==> src/design/wma_pkg.sv <==
// ----------------------------------------------------------------------------
// wma_pkg
// Shared types and constants of the weighted moving average block.
// ----------------------------------------------------------------------------
package wma_pkg;

    // fixed field widths
    localparam int SAMPLE_W     = 16;
    localparam int WEIGHT_W     = 8;
    localparam int WEIGHT_SLOTS = 8;
    localparam int CFG_DATA_W   = 64;
    localparam int TAP_CNT_W    = 4;

    // eight taps of 16x8 products fit in 27 signed bits, magnitude in 26
    localparam int ACC_W  = 27;
    localparam int MAG_W  = 26;
    localparam int WSUM_W = 11;

    typedef logic signed [SAMPLE_W-1:0] t_sample;
    typedef logic [WEIGHT_W-1:0]        t_weight;
    typedef logic [TAP_CNT_W-1:0]       t_tap_cnt;
    typedef logic [CFG_DATA_W-1:0]      t_cfg_data;

    // register indexes
    typedef enum logic {
        REG_TAP_COUNT   = 1'b0,
        REG_TAP_WEIGHTS = 1'b1
    } t_cfg_idx;

    localparam t_tap_cnt TAP_COUNT_RESET  = 4'd8;
    localparam t_cfg_data WEIGHTS_RESET   = 64'h0101_0101_0101_0101;

    // partial sums handed from cell to cell
    typedef struct packed {
        logic                     tok;
        logic signed [ACC_W-1:0]  acc;
        logic [WSUM_W-1:0]        wsum;
    } t_link;

    // sequencer states
    typedef enum logic [1:0] {
        S_IDLE,
        S_MAC,
        S_DIV,
        S_DONE
    } t_state;

endpackage

==> src/design/wma_div.sv <==
// ----------------------------------------------------------------------------
// wma_div
// Restoring divider, one quotient bit per cycle, unsigned operands.
// ----------------------------------------------------------------------------
module wma_div
    import wma_pkg::*;
(
    input  logic              i_clk,
    input  logic              i_rst_n,
    input  logic              i_start,
    input  logic [MAG_W-1:0]  i_dividend,
    input  logic [WSUM_W-1:0] i_divisor,
    output logic              o_done,
    output logic [MAG_W-1:0]  o_quotient
);

    localparam int CNT_W = $clog2(MAG_W + 1);

    logic              r_busy;
    logic              r_done;
    logic [CNT_W-1:0]  r_cnt;
    logic [WSUM_W-1:0] r_rem;
    logic [WSUM_W-1:0] r_div;
    logic [MAG_W-1:0]  r_quo;

    logic [WSUM_W:0]   rem_sh;
    logic [WSUM_W:0]   diff;
    logic              q_bit;

    // trial subtraction
    assign rem_sh = {r_rem, r_quo[MAG_W-1]};
    assign diff   = rem_sh - {1'b0, r_div};
    assign q_bit  = !diff[WSUM_W];

    // control
    always_ff @(posedge i_clk) begin
        if (!i_rst_n) begin
            r_busy <= 1'b0;
            r_done <= 1'b0;
            r_cnt  <= '0;
        end else begin
            r_done <= 1'b0;
            if (i_start) begin
                r_busy <= 1'b1;
                r_cnt  <= CNT_W'(MAG_W);
            end else if (r_busy) begin
                r_cnt <= r_cnt - 1'b1;
                if (r_cnt == CNT_W'(1)) begin
                    r_busy <= 1'b0;
                    r_done <= 1'b1;
                end
            end
        end
    end

    // datapath
    always_ff @(posedge i_clk) begin
        if (i_start) begin
            r_rem <= '0;
            r_div <= i_divisor;
            r_quo <= i_dividend;
        end else if (r_busy) begin
            r_rem <= q_bit ? diff[WSUM_W-1:0] : rem_sh[WSUM_W-1:0];
            r_quo <= {r_quo[MAG_W-2:0], q_bit};
        end
    end

    assign o_done     = r_done;
    assign o_quotient = r_quo;

endmodule

==> config.mk <==
export PLATFORM = sky130hd
export DESIGN_NAME = wma_div
export DESIGN_NICKNAME = d
export VERILOG_FILES = /design/src/design/wma_pkg.sv /design/src/design/wma_div.sv
export SDC_FILE = /design/constraint.sdc
export NUM_CORES = 1
export LEC_CHECK = 0
export BUFFER_PORTS_ARGS = -buffer_cell sky130_fd_sc_hd__buf_2
export CORE_MARGIN = 1
export CORE_UTILIZATION = 45
export DETAILED_ROUTE_END_ITERATION = 8
export HOLD_SLACK_MARGIN = 0.08
export PLACE_DENSITY_LB_ADDON = 0.15
export REMOVE_ABC_BUFFERS = 1
export SYNTH_ARGS = -nofsm -noshare
export SYNTH_HDL_FRONTEND = slang
export SYNTH_SLANG_ARGS = --single-unit
==> constraint.sdc <==
create_clock -name i_clk -period 2.3 [get_ports i_clk]
set_input_delay 0.345 -clock i_clk [delete_from_list [all_inputs] [get_ports i_clk]]
set_output_delay 0.345 -clock i_clk [all_outputs]
set_load 0.05 [all_outputs]
==> impl_metrics.csv, run 1 <==
group,metric,value,unit
global_routing,antenna_found_initial,0,
clocking,clkTransAtPathRegs,0.10,ns
finish,design_area,0.003508,sq mm
floorplanning,ioPinCount,67,
global_routing,grt.total_usage,18.66,%
timing,slew_viol_final,0,
floorplanning,die_x,80.30,um
critical_path,required,2.52,ns
detailed_routing,viasPerCell,5.199,
detailed_routing,antenna_left,0,
synth,synth_area,0.002759,sq mm
synth,yosys-top-cells-count,"edfxtp_1, mux2_2, nor2_1",
critical_path,r2r_slack,0.11,ns
synth,synth_most_common_cell,"edfxtp_1",
global_routing,grt-ovfl-total,0,
clocking,cts.path.max_buffers,2,
clocking,clkSinkCount,55,
synth,synth_edf_count,37,
clocking,htreeDepth,2,
timing,period_minus_slack,2.192,ns
detailed_routing,wire_per_inst,14.24,um
global_routing,grt_pass1_wl,9156,um
synth,ys_ff_latch,55,
synth,synth_top_area_cell,"edfxtp_1",
critical_path,crit_type,"reg -> reg",
clocking,cts_buffers,5,
placement,finalWeightedCongestion,0.8066,
global_routing,grt_max_degree,27,
finish,fin_nets,369,
timing,timing.final.crit_share,95.32,%
power,p_leak,0.001503,uW
timing,setup_violations,0,
critical_path,crit_arrival,2.41,ns
synth,synth_top_area_share,40.27,%
timing,fin_ws,0.1077,ns
critical_path,r2r_start,"o_quotient[25]",
synth,synth.area.top_cells,"edfxtp_1, dfxtp_1, mux2_2",
power,vdd_drop_max,0.3994,mV
detailed_routing,num_vias,2033,
timing,worstMarginPinSlew,0.4593,ns
critical_path,crit-reg2reg-capture,"r_rem[10]",
detailed_routing,post-route-drc-count,0,
critical_path,crit_end,"r_rem[10]",
global_routing,met1_usage,22.69,%
detailed_routing,drt-pass1-iter-count,4,
finish,syn_to_final_growth,27.17,%
critical_path,endpoint_kind,"flip-flop",
clocking,tritoncts,"built",
clocking,root_buffer,"clkbuf_8",
hold_path,hp-class,"in -> reg",
finish,antenna_cells,0,
critical_path,startpoint_type,"flip-flop",
synth,syn_avg_cell_area,12.05,sq um
placement,dpl_worst_slack,0.03297,ns
synth,syn_inst,229,
floorplanning,die_area,0.006448,sq mm
finish,drive_gt1_share,43.35,%
detailed_routing,drt-initial-drc-count,74,
run,drv_cap,0,
global_routing,top_usage_layer,"met2",
timing,hold_viol_final,0,
floorplanning,floorplan.initialDensity,46.60,%
global_routing,use_met3,5.341,%
run_status,outcome,"complete, no violations",
floorplanning,dieHeight,80.30,um
synth,synth_seq_area_share,53.33,%
placement,port_buffers,66,
floorplanning,num_rows,28,
power,powerDensity,725.2,mW/mm^2
placement,dp_hpwl,3989,um
synth,ys_types,44,
timing,setup_tns,0,ns
finish,fin_util,59.26,%
timing,fmax,456.1,MHz
critical_path,startpoint,"o_quotient[25]",
critical_path,worstPathMaxFanout,5,
placement,placed_area,0.003267,sq mm
global_routing,met2_usage,31.20,%
floorplanning,core-area,0.005921,sq mm
critical_path,rr_worst_depth,9,
synth,async_reset_ff_share,0,%
timing,slew-limit-headroom,69.27,%
timing,fin_skew,0.007734,ns
synth,synth_warnings,0,
clocking,clk_latency,0.31,ns
synth,ys.flop_type,"edfxtp_1",
clocking,hold_buffers,0,
global_routing,grt_pass1_vias,2024,
detailed_routing,wl,5567,um
flip-flops by register name, summed over array words and instances (netlist names):
signal / flops
o_quotient: 26
r_div: 11
r_rem: 11
r_cnt: 5
o_done: 1
r_busy: 1
per-stage QoR:
step / hold WS, ns / power, uW / cells
2_1_floorplan: 0.4178 / 1672 / 222
4_1_cts: 0.1948 / 2505 / 385
5_1_grt: 0.1901 / 2663 / 391
6_report: 0.2041 / 2544 / 391
3_3_place_gp: 0.4659 / 1862 / 377
3_5_place_dp: 0.4713 / 1870 / 377
layer usage:
metal / vias to the layer above / routed length (um)
li1: 1008 / -
met1: 960 / 2519
met2: 55 / 2630
met3: 10 / 314
met4: 0 / 102
met5: - / 0
critical path, stage by stage, from the launching register on:
cell and delay, ns:
edfxtp_1 0.36, inv_1 0.05, ha_1 0.19, nand3b_1 0.22, a211oi_2 0.33, o31a_1 0.22
o2111ai_4 0.16, buf_6 0.18, a32o_1 0.25, a21o_1 0.15
cell type report:
cell class                      count  area, sq um
Timing Repair Buffer               86        496.7
Multi-Input combinational cell    149         1271
Inverter                           18        67.56
Sequential cell                    55         1473
Clock buffer                        7        76.32
Fill cell                         501         2412
Tap cell                           75        93.84
Clock inverter                      1        30.03
power breakdown:
group | switching (uW) | leakage [uW] | total [uW] | internal (uW)
clock | 315 | 0.0000524 | 641 | 326
sequential | 48.5 | 0.000518 | 1210 | 1160
combinational | 421 | 0.000933 | 698 | 277
cells in the final DEF, fill, tap and decap left out, types with 2 or more instances in the layout:
master	count
a211oi_1	4
a211oi_2	2
a21oi_1	7
a21oi_2	3
a32oi_1	2
buf_2	66
buf_4	18
clkbuf_1	2
clkbuf_8	5
dfxtp_1	17
edfxtp_1	37
ha_1	10
ha_4	3
inv_1	16
inv_2	2
mux2_2	26
mux2i_1	6
nand2_1	11
nand2b_1	3
nand3_1	4
nor2_1	20
nor3_1	4
o21ai_0	4
o21ai_1	3
o21bai_1	2
o31ai_1	2
xnor2_1	6
xor2_1	5
timing repair:
action                     4_1_cts  5_1_grt
buffers inserted                 0        6
setup endpoints to repair        0       11
gates resized for setup          0       16
worst min-delay path by stage:
stage / depth (start not counted) / from / endpoint / slack (ns)
finish: 1 / i_divisor[6] / r_div[6] / 0.20
detailed placement: 2 / r_rem[2] / r_rem[2] / 0.47
global route: 1 / i_divisor[2] / r_div[2] / 0.19
CTS: 1 / i_divisor[6] / r_div[6] / 0.19
global placement: 2 / r_rem[2] / r_rem[2] / 0.47
floorplan: 1 / i_start / r_rem[1] / 0.42
logic make-up after synthesis:
logic type | count (synthesis) | synth area share [%]
compound gates | 41 | 11.25
buf+inv | 25 | 3.673
mux | 33 | 13.15
flops | 55 | 53.33
fa+ha+maj | 14 | 6.621
xor+xnor | 11 | 3.492
simple gates | 50 | 8.482
Power figures use the tool's default switching activity.
==> inputs of run 2 (changes only) <==
--- a/config.mk
+++ b/config.mk
@@ -7,7 +7,7 @@
 export LEC_CHECK = 0
 export BUFFER_PORTS_ARGS = -buffer_cell sky130_fd_sc_hd__buf_2
 export CORE_MARGIN = 1
-export CORE_UTILIZATION = 45
+export CORE_UTILIZATION = 50
 export DETAILED_ROUTE_END_ITERATION = 8
 export HOLD_SLACK_MARGIN = 0.08
 export PLACE_DENSITY_LB_ADDON = 0.15
==> run 2 against run 1 <==
Worst setup slack lost 0.088 ns. Global-route usage grew 1.7 points. Sequential cell count is the same. Sequential power is essentially flat. Worst hold slack gained 0.0058 ns. Fmax shrank 3.9%. Die area shrank 9.8%. Routed wire length grew 3.0%. Cell count shrank 1.5%. Sequential share of layout area shrank 0.051 points. First-iteration DRC count grew 16%. Clock skew grew 0.0033 ns. Critical endpoint unchanged.
==> impl_metrics.csv, run 2 (synthesis results as in run 1) <==
group,metric,value,unit
detailed_routing,drt-pass1-iter-count,4,
global_routing,antenna_found_initial,0,
clocking,clkSinkCount,55,
global_routing,grt_pass1_wl,9239,um
power,power_frac_seq,47.5,%
finish,layout_common_cells,"buf_2, edfxtp_1, mux2_2",
power,powerDensity,723.1,mW/mm^2
detailed_routing,antenna_left,0,
clocking,clkTransAtPathRegs,0.10,ns
hold_path,hp-class,"in -> reg",
placement,dpl_worst_slack,-0.005431,ns
power,power_frac_clock,24.9,%
clocking,clk_latency,0.30,ns
clocking,cts.path.max_buffers,2,
timing,fin_skew,0.01098,ns
critical_path,startpoint_type,"flip-flop",
finish,fin_util,67.43,%
timing,fin_ws,0.01973,ns
power,p_leak,0.001511,uW
global_routing,grt_pass1_vias,1978,
placement,port_buffers,66,
placement,dp_hpwl,4011,um
detailed_routing,num_vias,2017,
global_routing,grt.total_usage,20.35,%
critical_path,slowest_stage,"edfxtp_1",
detailed_routing,wire_per_inst,14.89,um
critical_path,path_cells,"inv_2 -> ha_4 -> a21oi_4 -> a211oi_2 -> buf_4 -> o211ai_1 -> o2111ai_4 -> clkbuf_16 -> a32o_1 -> a21o_1",
critical_path,crit_arrival,2.49,ns
detailed_routing,drt-initial-drc-count,86,
global_routing,grt_max_degree,27,
timing,setup_violations,0,
critical_path,r2r_start,"r_div[2]",
floorplanning,die_area,0.005819,sq mm
finish,fin_nets,368,
timing,timing.final.crit_share,99.14,%
clocking,htreeDepth,2,
detailed_routing,wl,5733,um
power,sw_frac_of_total,30.50,%
power,power.switching,774.0,uW
detailed_routing,post-route-drc-count,0,
finish,drive_gt1_share,42.86,%
critical_path,required,2.51,ns
run_status,outcome,"complete, no violations",
detailed_routing,viasPerCell,5.239,
critical_path,worstPathMaxFanout,8,
power,power,2538,uW
power,p_int,1764,uW
timing,whs,0.2099,ns
floorplanning,ioPinCount,67,
placement,finalWeightedCongestion,0.8062,
clocking,tritoncts,"built",
critical_path,endpoint_kind,"flip-flop",
floorplanning,dieHeight,76.28,um
clocking,cts_buffers,5,
critical_path,startpoint,"r_div[2]",
power,vdd_drop_max,0.5676,mV
timing,worstMarginPinSlew,0.5716,ns
timing,setup_tns,0,ns
finish,syn_to_final_growth,27.21,%
floorplanning,core-area,0.005205,sq mm
finish,antenna_cells,0,
timing,fmax,438.5,MHz
floorplanning,floorplan.initialDensity,53.00,%
timing,slew-limit-headroom,61.75,%
run,drv_cap,0,
timing,period_minus_slack,2.280,ns
timing,slew_viol_final,0,
clocking,hold_buffers,0,
hold_path,worstHoldStart,"i_divisor[10]",
timing,hold_viol_final,0,
finish,layout_commonest_cell,"buf_2",
power,combPwrFrac,27.6,%
clocking,root_buffer,"clkbuf_8",
critical_path,cp_slowest_stage_delay,0.40,ns
floorplanning,num_rows,26,
finish,largest_reg_flops,26,
critical_path,crit_type,"reg -> reg",
floorplanning,die_x,76.28,um
global_routing,grt-ovfl-total,0,
==> run 2: cell count changes in the layout (fill, tap and decap cells not counted), sizes merged <==
| cell | previous run | this run |
|---|---|---|
| clkbuf | 7 | 8 |
| buf | 86 | 84 |
==> run 2: metal layers <==
| layer | up-vias | share of wire [%] | track usage (%) |
|---|---|---|---|
| met4 | 0 | 0.59 | 6.538 |
| met3 | 2 | 4.9 | 5.749 |
| met1 | 957 | 45 | 24.76 |
| li1 | 1002 | - | - |
| met2 | 56 | 49 | 34.77 |
| met5 | - | 0 | 0 |
==> run 2: worst max-delay path: cells and delay by family, from the launching register on <==
family	cells	cell delay, ns
fa+ha+maj	1	0.21
buf+inv	3	0.44
compound gates	6	1.14
flops	1	0.40
==> run 2: layout make-up <==
class                      instances  area [sq um]
sequential                        55          1471
timing repair buffer              85         503.0
tap                               70         87.58
clock inverter                     1         30.03
fill                             415          1695
inverter                          18         67.56
multi-input combinational        149          1274
clock buffer                       7         76.32
==> run 2: final timing paths <==
check / endpoint / slack (ns) / depth (start not counted)
min reg2reg: r_rem[2] / 0.51 / 2
max: r_rem[10] / 0.02 / 10
min: r_div[10] / 0.21 / 1
max reg2reg: r_rem[10] / 0.02 / 10
==> run 2: repair_timing <==
item                       4_1_cts  5_1_grt
cloned                           0        1
pin swaps                        2        8
setup buffers                    2        6
resized for setup                0       17
setup endpoints to repair        1       10
==> run 2: per-stage QoR <==
step	std cells	instance area, sq um
final	385	3510
after global routing	385	3510
after CTS	378	3352
after detailed placement	368	3231
after global placement	368	3231
after floorplan	222	2725
==> run 2: power by group through the flow <==
stage | registers (uW) | logic [uW] | clock network, uW
finish | 1210 | 701 | 631
global route | 1220 | 753 | 686
CTS | 1200 | 642 | 647
detailed placement | 1220 | 636 | 0
global placement | 1220 | 629 | 0
floorplan | 1400 | 277 | 0
