### config.mk
export PLATFORM = sky130hd
export DESIGN_NAME = wma_cell
export DESIGN_NICKNAME = d
export VERILOG_FILES = /design/src/design/wma_pkg.sv /design/src/design/wma_cell.sv
export SDC_FILE = /design/constraint.sdc
export NUM_CORES = 1
export LEC_CHECK = 0
export ABC_AREA = 1
export CAP_MARGIN = 20
export CORE_AREA = 5 5 143 145
export CTS_CLUSTER_DIAMETER = 150
export DETAILED_ROUTE_END_ITERATION = 8
export DIE_AREA = 0 0 148 150
export DONT_BUFFER_PORTS = 1
export GPL_TIMING_DRIVEN = 0
export SKIP_CTS_REPAIR_TIMING = 1
export SYNTH_ARGS = -nofsm -noshare
export SYNTH_HDL_FRONTEND = slang
export SYNTH_SLANG_ARGS = --single-unit
export TNS_END_PERCENT = 10
### constraint.sdc
create_clock -name i_clk -period 6 [get_ports i_clk]
set_input_delay 0.3 -clock i_clk [delete_from_list [all_inputs] [get_ports i_clk]]
set_output_delay 0.3 -clock i_clk [all_outputs]
set_load 0.05 [all_outputs]
### src/design/wma_pkg.sv
// ----------------------------------------------------------------------------
// wma_pkg
// Shared types and constants of the weighted moving average block.
// ----------------------------------------------------------------------------
package wma_pkg;

    // fixed field widths
    localparam int SAMPLE_W     = 16;
    localparam int WEIGHT_W     = 8;
    localparam int WEIGHT_SLOTS = 8;
    localparam int CFG_DATA_W   = 64;
    localparam int TAP_CNT_W    = 4;

    // eight taps of 16x8 products fit in 27 signed bits, magnitude in 26
    localparam int ACC_W  = 27;
    localparam int MAG_W  = 26;
    localparam int WSUM_W = 11;

    typedef logic signed [SAMPLE_W-1:0] t_sample;
    typedef logic [WEIGHT_W-1:0]        t_weight;
    typedef logic [TAP_CNT_W-1:0]       t_tap_cnt;
    typedef logic [CFG_DATA_W-1:0]      t_cfg_data;

    // register indexes
    typedef enum logic {
        REG_TAP_COUNT   = 1'b0,
        REG_TAP_WEIGHTS = 1'b1
    } t_cfg_idx;

    localparam t_tap_cnt TAP_COUNT_RESET  = 4'd8;
    localparam t_cfg_data WEIGHTS_RESET   = 64'h0101_0101_0101_0101;

    // partial sums handed from cell to cell
    typedef struct packed {
        logic                     tok;
        logic signed [ACC_W-1:0]  acc;
        logic [WSUM_W-1:0]        wsum;
    } t_link;

    // sequencer states
    typedef enum logic [1:0] {
        S_IDLE,
        S_MAC,
        S_DIV,
        S_DONE
    } t_state;

endpackage

### src/design/wma_cell.sv
// ----------------------------------------------------------------------------
// wma_cell
// One tap: holds a history entry and adds its weighted product to the
// partial sum passing through.
// ----------------------------------------------------------------------------
module wma_cell
    import wma_pkg::*;
(
    input  logic    i_clk,
    input  logic    i_rst_n,
    input  logic    i_shift,
    input  t_sample i_hist,
    input  t_weight i_weight,
    input  logic    i_active,
    input  t_link   i_link,
    output t_sample o_hist,
    output t_link   o_link
);

    t_sample r_hist;
    t_link   r_link;
    t_link   n_link;

    logic signed [SAMPLE_W+WEIGHT_W:0] prod;

    // history entry, shifted from the neighbour on each new sample
    always_ff @(posedge i_clk) begin
        if (!i_rst_n) begin
            r_hist <= '0;
        end else if (i_shift) begin
            r_hist <= i_hist;
        end
    end

    // weighted product of this tap
    assign prod = r_hist * $signed({1'b0, i_weight});

    always_comb begin
        n_link     = i_link;
        if (i_active) begin
            n_link.acc  = i_link.acc + ACC_W'(prod);
            n_link.wsum = i_link.wsum + WSUM_W'(i_weight);
        end
    end

    // partial sum stage
    always_ff @(posedge i_clk) begin
        if (!i_rst_n) begin
            r_link.tok <= 1'b0;
        end else begin
            r_link.tok <= n_link.tok;
        end
        r_link.acc  <= n_link.acc;
        r_link.wsum <= n_link.wsum;
    end

    assign o_hist = r_hist;
    assign o_link = r_link;

endmodule

==> results of run 1 <==
## synthesized netlist by cell type, drive strengths merged (8+ instances only)
cell type and instances:
nand2 361, dfxtp 55, xnor2 8, clkbuf 35
nand3 39, ha 67, fa 128, inv 346
o21ai 36, a21oi 25, nor2 68
## cell type report
cell class | instances | area [µm²]
clock inverter | 3 | 28.8
tap | 238 | 298
sequential | 55 | 1100
multi-input combinational | 763 | 5830
buffer | 42 | 178
fill | 2000 | 10200
inverter | 347 | 1300
clock buffer | 5 | 125
## worst max-delay path, cell delays in order (launching register included)
cell	delay (ps)
dfxtp_1	640
clkbuf_2	370
nand2_1	190
fa_1	780
fa_1	590
fa_1	520
inv_1	40
fa_1	470
inv_1	50
fa_1	470
inv_1	40
ha_1	360
nand2_1	130
nor2_1	160
nand2_1	90
nor2_1	100
nand2_1	100
nand3_1	100
nand2_1	50
nand3_1	80
o21ai_0	120
## how the worst min path moves through the flow
| stage | end | slack [ps] | depth (start not counted) |
|---|---|---|---|
| CTS | o_link[9] | 60 | 1 |
| finish | o_link[9] | 70 | 1 |
| global placement | o_link[38] | 400 | 2 |
| global route | o_link[9] | 50 | 1 |
| detailed placement | o_link[9] | 400 | 1 |
| floorplan | o_link[9] | 400 | 1 |
## cells by family (layout without fill, tap and decap cells)
logic type               count (synthesis)  in the layout  share of synthesized area
AND/OR/NAND/NOR                        483            483                      0.229
buffers and inverters                  389            397                      0.176
adder cells (fa/ha/maj)                195            195                      0.404
AO/OA/AOI/OAI                           70             70                     0.0442
flip-flops                              55             55                      0.131
XOR/XNOR                                15             15                     0.0156
## metal layers
| layer | routed length [µm] | track usage | vias to the layer above |
|---|---|---|---|
| met3 | 1570 | 0.0418 | 19 |
| met4 | 366 | 0.0448 | 0 |
| met2 | 10400 | 0.340 | 188 |
| met1 | 9590 | 0.269 | 3231 |
| li1 | - | - | 3458 |
| met5 | 0 | 0 | - |
## layout by cell type (no fill, tap or decap), types with 2 or more instances in the layout
cell type / count
a21oi_1: 24
a31oi_1: 2
buf_1: 2
buf_2: 3
buf_6: 2
clkbuf_1: 34
clkbuf_16: 5
clkinv_4: 2
dfxtp_1: 55
fa_1: 128
ha_1: 67
inv_1: 346
nand2_1: 357
nand2_2: 4
nand3_1: 38
nand3b_1: 3
nand4_1: 7
nor2_1: 64
nor2_2: 4
o211ai_1: 2
o21ai_0: 31
o21ai_1: 5
o21bai_1: 2
o22ai_1: 2
or2_2: 2
xnor2_1: 8
xor2_1: 7
## power breakdown
part | internal, mW | switching, mW | total (mW) | leakage [nW]
Combinational | 0.912 | 1.60 | 2.51 | 4.94
Sequential | 0.470 | 0.394 | 0.864 | 0.462
Clock | 0.160 | 0.171 | 0.331 | 0.0759
Total | 1.54 | 2.16 | 3.70 | 5.48
## flip-flops by register name, summed over array words and instances, names as in the netlist
name and cells:
o_link 39, o_hist 16
## metrics by stage
stage / power (mW) / setup slack (ps)
final: 3.70 / 395
after global routing: 4.15 / 30.3
after CTS: 3.75 / 175
after detailed placement: 3.39 / 215
after global placement: 3.36 / 167
after floorplan: 2.80 / 1000
==> results_dict.tcl, run 1 <==
set metrics [dict create \
    ys_types 32 \
    reg2reg_to "o_link[34]" \
    cts-htree-levels 2 \
    synth_seq_area_share 0.131 \
    irDropWorstVdd_mv 0.321 \
    cts_made_buffers 5 \
    grt_use_total 0.202 \
    netlist_area_mm2 0.00841 \
    grt_pass1_vias 6818 \
    synth_cells 1207 \
    fp.coreArea_mm2 0.0191 \
    totalWireLength_um 21900 \
    start_util 0.441 \
    syn_nets 1469 \
    critPathLaunch "o_hist[15]" \
    numPortBuffers 0 \
    die_h_um 150 \
    grt_setup_unrepaired "no" \
    hold_viol 0 \
    worstPathArrival_ps 5770 \
    vias_per_cell 4.75 \
    synthArstFlopShare 0 \
    postRouteAntennaNets 0 \
    placed_cells 1445 \
    fin_nets 1476 \
    grt_max_degree 20 \
    die_w_um 148 \
    path_clk_slew_ps 90 \
    design_area_mm2 0.00886 \
    syn_to_final_growth_pct 5.39 \
    synthFlopType "dfxtp_1" \
    setup_violations 0 \
    fin_worst_skew_ps 12.0 \
    drtIter0Drc 311 \
    hp-start "i_link[9]" \
    ys.warnings.count 0 \
    p_leak_nw 5.48 \
    finalMaxSlewViolations 0 \
    grt_antenna_before_repair 0 \
    worst-path-max-fanout 9 \
    io_pins 122 \
    cellPowerDensity_mw_per_mm2 418 \
    cts_tree "yes" \
    reg2reg_depth 20 \
    cts_buffer_depth 2 \
    antenna_cells 0 \
    status "finished, final reports clean" \
    ys_seq_elements 55 \
    maxSlewHeadroom 0.507 \
    clock_latency_ps 320 \
    clkSinkCount 55 \
    dpl_cell_area_mm2 0.00871 \
    rrSetupSlack_ps 400 \
    wl_per_cell_um 15.1 \
    r2r-start "o_hist[15]" \
    synth_edf_count 0 \
    synth_top_cell_area_share 0.305 \
    synth_area_per_cell_um2 6.97 \
    fin_setup_tns_ps 0 \
    maxCapViolCount 0 \
    end_kind "flop" \
    synth_area_leaders "fa_1 30%, nand2_1 16%, inv_1 15%, dfxtp_1 13%, ha_1 10%" \
    routed-via-count 6896 \
    fin_cells 1453 \
    start_kind "flop" \
    synth_top_area_cell "fa_1" \
    grt_pass1_wl_um 34900 \
    dieArea_mm2 0.0222 \
    hold_ws_ps 69.1 \
    rows 51 \
    min_period_over_period 0.934 \
    worstMarginPinSlew_ps 739 \
    place.gp.congestion 0.880 \
    crit_end "o_link[34]" \
    fin_util 0.465 \
    period_minus_slack_ps 5600 \
    worstPathRequired_ps 6170 \
    max_freq_mhz 178 \
    min_path_type "in -> reg" \
    dpl.hpwl_um 18300 \
    grt_overflow 0 \
    drive_above_1_share 0.0214 \
    path_class "reg -> reg" \
    root_buffer "clkbuf_16" \
    drcViolationCount 0 \
    drtPass1Iterations 5 \
]
No activity file was read; power rests on OpenSTA's default activity.
==> inputs of run 2 (changes only) <==
==> constraint.sdc (replaced) <==
create_clock -name i_clk -period 6 [get_ports i_clk]
set_input_delay 0.3 -clock i_clk [delete_from_list [all_inputs] [get_ports i_clk]]
set_output_delay 0.3 -clock i_clk [all_outputs]
set_load 0.1 [all_outputs]
==> run 2 against run 1 <==
Sequential power rose by 44%. Global-route usage did not move. Combinational power barely moved. Cell count did not move. Die area did not move. Flip-flop and latch count did not move. Wire length barely moved. Clock power barely moved.
==> results_dict.tcl, run 2 (synthesis gave the netlist of run 1 again) <==
set metrics [dict create \
    nFillCells 1997 \
    fp.coreArea_mm2 0.0191 \
    die_h_um 150 \
    grt_max_degree 20 \
    cts_made_buffers 5 \
    grt_overflow 0 \
    clock_latency_ps 320 \
    worstPathRequired_ps 6180 \
    fin_cells 1453 \
    rows 51 \
    multi_input_area_mm2 0.00583 \
    path_class "reg -> reg" \
    dpl.hpwl_um 18300 \
    routed-via-count 6889 \
    clkSinkCount 55 \
    antenna_cells 0 \
    whs_endpoint "o_link[9]" \
    worst-path-max-fanout 9 \
    drtIter0Drc 291 \
    place.gp.congestion 0.880 \
    start_kind "flop" \
    drive_above_1_share 0.0305 \
    postRouteAntennaNets 0 \
    largest_reg_flops 39 \
    start_util 0.441 \
    io_pins 122 \
    wl_per_cell_um 15.1 \
    period_minus_slack_ps 5690 \
    setup_violations 0 \
    fin_setup_tns_ps 0 \
    syn_to_final_growth_pct 5.55 \
    vias_per_cell 4.74 \
    reg2reg_depth 20 \
    r2r-start "o_hist[3]" \
    cellPowerDensity_mw_per_mm2 459 \
    end_kind "flop" \
    min_path_type "in -> reg" \
    worstPathArrival_ps 5870 \
    max_freq_mhz 176 \
    cts_tree "yes" \
    seqCellArea_mm2 0.00111 \
    drcViolationCount 0 \
    fin_util 0.465 \
    cts_buffer_depth 2 \
    maxSlewHeadroom 0.342 \
    grt_setup_unrepaired "no" \
    placed_cells 1445 \
    reg2reg_to "o_link[29]" \
    grt_pass1_vias 6818 \
    finalMaxSlewViolations 0 \
    irDropWorstVdd_mv 0.469 \
    maxCapViolCount 0 \
    totalWireLength_um 21900 \
    min_period_over_period 0.948 \
    hold_viol 0 \
    path_clk_slew_ps 90 \
    grt_antenna_before_repair 0 \
    final_common_cell "nand2_1" \
    fin_nets 1476 \
    rrSetupSlack_ps 310 \
    status "finished, final reports clean" \
    hold_ws_ps 69.3 \
    worstMarginPinSlew_ps 986 \
    final_cell_mix "357 x nand2_1, 346 x inv_1, 128 x fa_1, 67 x ha_1, 64 x nor2_1" \
    p_leak_nw 5.49 \
    fin_worst_skew_ps 12.1 \
    grt_pass1_wl_um 34900 \
    worst_hold_path.num_cells 1 \
    hp-start "i_link[9]" \
    numPortBuffers 0 \
    dieArea_mm2 0.0222 \
    root_buffer "clkbuf_16" \
    grt_use_total 0.202 \
    die_w_um 148 \
    cts-htree-levels 2 \
    drtPass1Iterations 4 \
]
[run 2: changes by cell type in the layout (fill, tap and decap cells not counted)]
cell / change
dfxtp_2: +11
dfxtp_1: -11
[run 2: where the power goes]
part	switching, mW	internal (mW)	leakage (nW)
sequential	0.767	0.470	0.465
combinational	1.60	0.912	4.94
clock	0.171	0.160	0.0759
total	2.54	1.54	5.49
[run 2: critical path, cell delays in order, from the launching register on]
cell and delay, ps:
dfxtp_1 960, clkbuf_1 460, nand2_1 140, fa_1 480
fa_1 540, inv_1 50, fa_1 460, fa_1 500
inv_1 60, fa_1 490, inv_1 50, ha_1 340
nand2_1 130, nor2_1 210, nand3_1 140, nand3_2 170
nand2_1 100, nand2_1 70, nand2_1 50, nand3_1 80
o21ai_1 90
[run 2: worst max-delay path by stage]
stage,cells after the start,startpoint,endpoint
floorplan,20,o_hist[15],o_link[36]
global route,20,o_hist[15],o_link[34]
detailed placement,20,o_hist[15],o_link[34]
CTS,20,o_hist[15],o_link[34]
finish,20,o_hist[3],o_link[29]
global placement,20,o_hist[15],o_link[34]
[run 2: stage by stage]
stage,power [mW],cell area [µm²],setup WS [ps]
after floorplan,3.17,8410,667
after global placement,3.73,8710,-169
after detailed placement,3.76,8710,-121
after CTS,4.12,8860,-160
after global routing,4.52,8880,9.25
final,4.08,8880,315
[run 2: layout make-up]
class,instances,area share
inverter,347,0.147
buffer,42,0.0200
tap,238,0.0335
clock buffer,5,0.0141
sequential,55,0.126
multi-input combinational,763,0.657
clock inverter,3,0.00324
[run 2: metal layers]
metal	wire length, µm	vias to the layer above	GRT usage
met2	10400	181	0.340
met4	364	0	0.0448
li1	-	3455	-
met1	9640	3234	0.269
met3	1530	19	0.0418
met5	0	-	0
==> inputs of run 3 (changes only) <==
--- a/config.mk
+++ b/config.mk
@@ -8,8 +8,8 @@
 export ABC_AREA = 1
 export CAP_MARGIN = 20
-export CORE_AREA = 5 5 143 145
+export CORE_AREA = 5 5 131 158
 export CTS_CLUSTER_DIAMETER = 150
 export DETAILED_ROUTE_END_ITERATION = 8
-export DIE_AREA = 0 0 148 150
+export DIE_AREA = 0 0 136 163
 export DONT_BUFFER_PORTS = 1
 export GPL_TIMING_DRIVEN = 0
==> constraint.sdc (replaced) <==
create_clock -name i_clk -period 6 [get_ports i_clk]
set_input_delay 1.2 -clock i_clk [delete_from_list [all_inputs] [get_ports i_clk]]
set_output_delay 1.2 -clock i_clk [all_outputs]
set_load 0.1 [all_outputs]
==> run 3 against run 2 <==
Sequential share of layout area is 0.11 points lower. Global-route usage is 0.066 points higher. Wire length is 1.9% lower. Clock power is 4% lower. Largest power group unchanged. Die area is 0.14% lower. Register-to-register slack worse by 50 ps. Clock-buffer cell count is 2 higher. Combinational power hardly changed. Sequential power hardly changed. Non-clock buffer count stayed put. Worst setup slack worse by 130 ps. Flip-flop and latch count stayed put.
==> results_dict.tcl, run 3 (synthesis gave the netlist of run 1 again) <==
set metrics [dict create \
    root_buffer "clkbuf_16" \
    cts-htree-levels 2 \
    fin_nets 1476 \
    io_pins 122 \
    grt_pass1_vias 6953 \
    place.gp.congestion 0.917 \
    grt_use_total 0.202 \
    postRouteAntennaNets 0 \
    dpl_cell_area_mm2 0.00874 \
    fin_worst_skew_ps 5.92 \
    path_clk_slew_ps 70 \
    start_kind "primary input" \
    grt_pass1_wl_um 35100 \
    grt_setup_unrepaired "yes" \
    max_freq_mhz 172 \
    syn_to_final_growth_pct 6.20 \
    hold_ws_ps 983 \
    fp.coreArea_mm2 0.0191 \
    drive_above_1_share 0.0387 \
    die_h_um 163 \
    multi_input_area_mm2 0.00583 \
    clkSinkCount 55 \
    worst-path-max-fanout 10 \
    p_leak_nw 5.52 \
    min_path_type "in -> reg" \
    antenna_cells 0 \
    final_common_cell "nand2_1" \
    clock_power_share 0.078 \
    placed_cells 1468 \
    final_cell_mix "356 x nand2_1, 346 x inv_1, 128 x fa_1, 67 x ha_1, 64 x nor2_1" \
    slowest_delay_ps 550 \
    min_period_over_period 0.969 \
    sw_frac_of_total 0.618 \
    dpl.hpwl_um 18700 \
    cellPowerDensity_mw_per_mm2 457 \
    p_comb_frac 0.620 \
    clock_latency_ps 310 \
    routed-via-count 6838 \
    irDropWorstVdd_mv 0.372 \
    seqCellArea_mm2 0.00111 \
    worstPathArrival_ps 5940 \
    nFillCells 2002 \
    drcViolationCount 0 \
    die_w_um 136 \
    crit_chain "clkbuf_2, clkbuf_2, nand2_1, fa_1, fa_1, inv_1, fa_1, fa_1, inv_1, fa_1, inv_1, ha_1, nand2_1, inv_1, nand2_1, nand2_1, inv_1, nand3_2, or2_1, nand3_1, o21ai_0" \
    path_class "in -> reg" \
    grt_max_degree 17 \
    grt_antenna_before_repair 0 \
    pwr-share-seq 0.302 \
    rrSetupSlack_ps 260 \
    maxCapViolCount 0 \
    cts_tree "yes" \
    wl_per_cell_um 14.6 \
    setup_violations 0 \
    end_kind "flop" \
    grt_util_met2 0.364 \
    worstPathRequired_ps 6130 \
    slowest_stage "fa_1" \
    hold_viol 0 \
    worstMarginPinSlew_ps 978 \
    maxSlewHeadroom 0.347 \
    fin_cells 1476 \
    power_mw 4.08 \
    largest_reg_flops 39 \
    cts_buffer_depth 2 \
    dieArea_mm2 0.0222 \
    netSwitchingPower_mw 2.52 \
    drtIter0Drc 262 \
    design_area_mm2 0.00893 \
    rows 56 \
    grt_overflow 0 \
    cellInternalPower_mw 1.56 \
    grt_busiest_layer "met2" \
    use_met1 0.257 \
    numPortBuffers 0 \
    vias_per_cell 4.63 \
    use_met3 0.0253 \
    period_minus_slack_ps 5810 \
    totalWireLength_um 21500 \
    finalMaxSlewViolations 0 \
    drtPass1Iterations 4 \
    status "finished, final reports clean" \
    start_util 0.440 \
    cts_made_buffers 5 \
]
==> run 3: cell type report <==
| class | instances | share of cell area |
|---|---|---|
| Buffer | 42 | 0.0231 |
| Clock buffer | 7 | 0.0160 |
| Clock inverter | 1 | 0.000981 |
| Inverter | 347 | 0.146 |
| Multi-Input combinational cell | 763 | 0.653 |
| Sequential cell | 55 | 0.125 |
| Tap cell | 261 | 0.0366 |
==> run 3: metal layers <==
| layer | wire length (µm) | vias up | part of all wire |
|---|---|---|---|
| met2 | 11100 | 119 | 0.52 |
| li1 | - | 3461 | - |
| met1 | 9390 | 3244 | 0.44 |
| met4 | 259 | 0 | 0.012 |
| met3 | 718 | 14 | 0.033 |
| met5 | 0 | - | 0 |
==> run 3: critical path, delay by kind of cell <==
kind / cells / cell delay, ps
fa+ha+maj: 6 / 2880
simple gates: 7 / 860
buf+inv: 7 / 830
compound gates: 1 / 150
==> run 3: path summary, 6_finish.rpt <==
path,from,end,cells after the start
max,i_weight[3],o_link[21],21
min,i_link[9],o_link[9],1
max reg2reg,o_hist[4],o_link[21],20
min reg2reg,o_hist[15],o_hist[15],3
==> run 3: power groups by stage <==
stage	combinational (mW)	sequential [mW]	clock, mW
after detailed placement	2.54	1.24	0
after CTS	2.56	1.23	0.331
after global placement	2.52	1.24	0
final	2.53	1.23	0.318
after global routing	2.93	1.24	0.346
after floorplan	1.94	1.23	0
==> run 3: metrics by stage <==
stage / setup TNS, ps / utilization / setup slack (ps)
floorplan: 0 / - / 348
global placement: -6690 / 0.457 / -489
detailed placement: -8090 / 0.457 / -539
CTS: -2300 / 0.465 / -247
global route: -3.48 / 0.467 / -2.33
finish: 0 / 0.467 / 187
